**src/hw/rtl/svre_pkg.sv**
```systemverilog
// ----------------------------------------------------------------------------
// svre_pkg
// Shared types and codes of the shortest-path vertex relax engine.
// ----------------------------------------------------------------------------
package svre_pkg;

    typedef logic [1:0] t_op;

    // Operation codes carried on the input channel.
    localparam t_op OP_INIT   = 2'd0;
    localparam t_op OP_GATHER = 2'd1;
    localparam t_op OP_REDUCE = 2'd2;
    localparam t_op OP_APPLY  = 2'd3;

    // Result kinds.
    localparam logic KIND_GATHER = 1'b0;
    localparam logic KIND_APPLY  = 1'b1;

    // Configuration register indexes.
    localparam logic CFG_VERTEX_BASE   = 1'b0;
    localparam logic CFG_SOURCE_VERTEX = 1'b1;

    // Commands from the controller to the datapath.
    typedef struct packed {
        logic load;   // capture the accepted transaction
        logic rd;     // read the vertex stores
        logic exec;   // update state and, where due, the result register
    } t_cmd;

    // Status from the datapath to the controller.
    typedef struct packed {
        logic res_possible;  // the held item may produce a result
        logic out_free;      // the result register can take a new result
    } t_sts;

endpackage

```
**src/hw/rtl/svre_ctrl.sv**
```systemverilog
// ----------------------------------------------------------------------------
// svre_ctrl
// Sequencer of the vertex relax engine: accept, read, execute.
// ----------------------------------------------------------------------------
module svre_ctrl (
    input  logic          i_clk,
    input  logic          i_rst_n,
    input  logic          i_valid,
    output logic          o_stall,
    input  svre_pkg::t_sts i_sts,
    output svre_pkg::t_cmd o_cmd
);

    localparam logic [1:0] S_IDLE = 2'd0;
    localparam logic [1:0] S_READ = 2'd1;
    localparam logic [1:0] S_EXEC = 2'd2;

    logic [1:0] r_state;
    logic [1:0] n_state;

    always_comb begin
        n_state     = r_state;
        o_cmd.load  = 1'b0;
        o_cmd.rd    = 1'b0;
        o_cmd.exec  = 1'b0;
        unique case (r_state)
            S_IDLE: begin
                if (i_valid) begin
                    o_cmd.load = 1'b1;
                    n_state    = S_READ;
                end
            end
            S_READ: begin
                o_cmd.rd = 1'b1;
                n_state  = S_EXEC;
            end
            S_EXEC: begin
                // Hold the item while a result could not be stored.
                if (!i_sts.res_possible || i_sts.out_free) begin
                    o_cmd.exec = 1'b1;
                    n_state    = S_IDLE;
                end
            end
            default: begin
                n_state = S_IDLE;
            end
        endcase
    end

    assign o_stall = (r_state != S_IDLE);

    always_ff @(posedge i_clk) begin
        if (!i_rst_n) begin
            r_state <= S_IDLE;
        end else begin
            r_state <= n_state;
        end
    end

endmodule

```
**config.mk**
```make
export PLATFORM = sky130hd
export DESIGN_NAME = svre_ctrl
export DESIGN_NICKNAME = d
export VERILOG_FILES = /design/src/hw/rtl/svre_pkg.sv /design/src/hw/rtl/svre_ctrl.sv
export SDC_FILE = /design/constraint.sdc
export NUM_CORES = 1
export LEC_CHECK = 0
export ABC_AREA = 1
export CAP_MARGIN = 25
export CORE_AREA = 3 3 40 42
export CTS_BUF_LIST = sky130_fd_sc_hd__clkbuf_4 sky130_fd_sc_hd__clkbuf_8
export CTS_CLUSTER_SIZE = 40
export DETAILED_ROUTE_END_ITERATION = 8
export DIE_AREA = 0 0 43 45
export DONT_BUFFER_PORTS = 1
export PLACE_DENSITY_LB_ADDON = 0.1
export SETUP_SLACK_MARGIN = 0.05
export SYNTH_ARGS = -nofsm -noshare
export SYNTH_HDL_FRONTEND = slang
export SYNTH_SLANG_ARGS = --single-unit
```
**constraint.sdc**
```tcl
create_clock -name i_clk -period 3 [get_ports i_clk]
set_clock_uncertainty 0.2 [all_clocks]
set_input_delay 0.6 -clock i_clk [delete_from_list [all_inputs] [get_ports i_clk]]
set_output_delay 0.6 -clock i_clk [all_outputs]
set_load 0.01 [all_outputs]
```
==> impl_results.md <==
- Largest Register: r_state
- Syn_area_per_cell: 6.70 sq um
- Nets: 26
- Max reg flops: 2
- P_leak: 0.0000741 uW
- H-tree depth: 1
- Vias in the first global route: 125
- Area growth from synthesis to layout: 29.7%
- Antenna cells: 0
- Pre-antenna DRT Iters: 2
- Yosys cell types: 9
- RSZ-0062 raised after global routing: no
- Post-Synthesis Net Count: 22
- Final WL: 263 microns
- Post-CTS Setup Repair Bufs: 0
- FP Rows: 13
- TritonCTS Buffers: 3
- Cell area after synthesis: 114 sq um
- Number of top-level pins: 9
- Vias/cell: 3.06
- Mean routed wirelength per cell: 7.74 microns
- Largest net degree at the start of global routing: 5
- Final Util: 0.115
- CP max-delay cell: dfxtp_1
- Max Root-Sink Buffers: 2
- Cell breakdown of the critical path: or2_4, nor2_1
- CTS tree: yes
- Worst Tran Pin Value: 0.397 ns
- Post-layout min period: 1.79 ns
- CP top delay family: simple AND/OR/NAND/NOR gates
- Vias: 104
- Iter 0 DRT Violations: 1
- CP bufs+invs: 0
- Root Buffer: clkbuf_4
- Pint: 76.3 uW
- Initial Util: 0.0886
- Relative slew slack: 0.733
- Final setup fails: 0
- Critical path peak fanout: 4
- Worst Path Required: 2.20 ns
- Reg power frac: 0.294
- Total grt overflow: 0
- Crit start category: flop
- Worst-path clk slew: 0.03 ns
- Fin. max-slew vios: 0
- FF+latch area: 40.0 sq um
- Fin Setup TNS: 0 ns
- Hold/Removal Path Class: in -> reg
- Switching pwr: 23.8 uW
- Maximum clock rate: 559 MHz
- Crit path depth: 2
- Post-DP HPWL: 211 microns
- Number of port buffers: 0
- Synthesized flop and latch total: 2
- FF-to-FF path depth: 2
- Antenna violations before repair: 0
- Antenna-violating nets left: 0
- Fillcell total: 149
- Number of clock sinks: 2
- Syn Inst Count: 17
- Endpoint type of the worst setup path: output pin
- Total of max-cap violations: 0
- WP data arrival: 0.99 ns
- Crit share post-route: 0.596
- Worst skew pair latency: 0.22 ns
- Comb pwr share: 0.109
- Resized cells post-CTS: 0
- DR DRC count: 0
- Largest regs: r_state x2
- Post-synthesis sequential area ratio: 0.352
- Clock power frac: 0.597
- First-pass GRT wire length: 448 microns
- Area of the multi-input gates: 47.5 sq um
- Worst Hold Depth: 2
- GRT Total Usage: 0.0382
- Post-CTS Hold Fix Bufs: 0
- WS Path Type: reg -> out
- Die area: 0.00194 sq mm
- Slowest Stage Delay on Critical Path: 0.32 ns
- Sw Ratio: 0.237
- Status: complete, no violations
- Share of cells above drive strength 1: 0.263
- GPL Wtd Cong: 0.547
- Peak VDD IR: 0.158 mV
- Core Box Area: 0.00128 sq mm
- PD cells: 678 mW/mm^2
- Die span in y: 45 microns
- Die Width: 43 microns
- Synth warnings: 0
- Final hold violation count: 0
-- power by group through the flow --
stage               Combinational, uW  Clock, uW  Sequential [uW]
floorplan                        10.8          0             29.6
global placement                 11.1          0             29.9
detailed placement               11.1          0             29.8
CTS                              11.1       64.6             29.5
global route                     12.6       64.6             29.7
finish                           10.9       59.8             29.5
-- logic make-up after synthesis --
group | synth area share
buffers and inverters | 0.231
flip-flops | 0.352
AO/OA/AOI/OAI | 0.0439
AND/OR/NAND/NOR | 0.374
-- worst paths after layout --
kind	endpoint	slack, ns	startpoint
worst max-delay path	o_cmd[2]	1.21	r_state[0]
worst min-delay path	r_state[0]	0.33	i_valid
worst max register to register	r_state[0]	2.06	r_state[0]
worst min register to register	r_state[1]	0.33	r_state[0]
-- worst register-to-register path, delay by kind of cell (launching register included) --
kind | cells | cell delay [ns]
flip-flops | 1 | 0.32
AND/OR/NAND/NOR | 2 | 0.35
-- layout make-up --
cell class              count  area share
multi-input cells           9       0.322
flip-flops and latches      2       0.271
inverters                   5       0.127
clock buffers               3       0.153
well taps                  15       0.127
-- cell usage in the layout, fill, tap and decap left out --
cell	synthesis	final
clkbuf_4	0	3
nor2_1	3	3
nand2_1	2	2
nor3_1	1	1
inv_1	5	5
nor3_2	1	1
or2_4	1	1
dfxtp_1	2	2
a21oi_1	1	1
-- layer usage --
metal | vias up | GRT usage | routed length [microns]
met2 | 9 | 0.0389 | 94
met1 | 41 | 0.0432 | 127
met3 | 2 | 0.0120 | 22
li1 | 52 | - | -
met5 | - | 0 | 0
met4 | 0 | 0.0723 | 19
-- metrics by stage --
step	hold slack [ns]	setup slack, ns	power (uW)	cell area, sq um	cells
6_report	0.328	1.21	100	148	34
5_1_grt	0.343	1.15	107	148	34
4_1_cts	0.319	1.19	105	148	34
3_5_place_dp	0.336	1.21	40.9	125	31
3_3_place_gp	0.347	1.22	41.1	125	31
2_1_floorplan	0.289	1.27	40.4	114	17
-- Yosys cell counts (all sizes together) --
cell type  number  area [sq um]
inv             5          18.8
nor2            3          11.3
nor3            2          15.0
buf             1          7.51
nand2           2          7.51
a21oi           1          5.00
or2             1          8.76
dfxtp           2          40.0
Power figures use the tool's default switching activity.
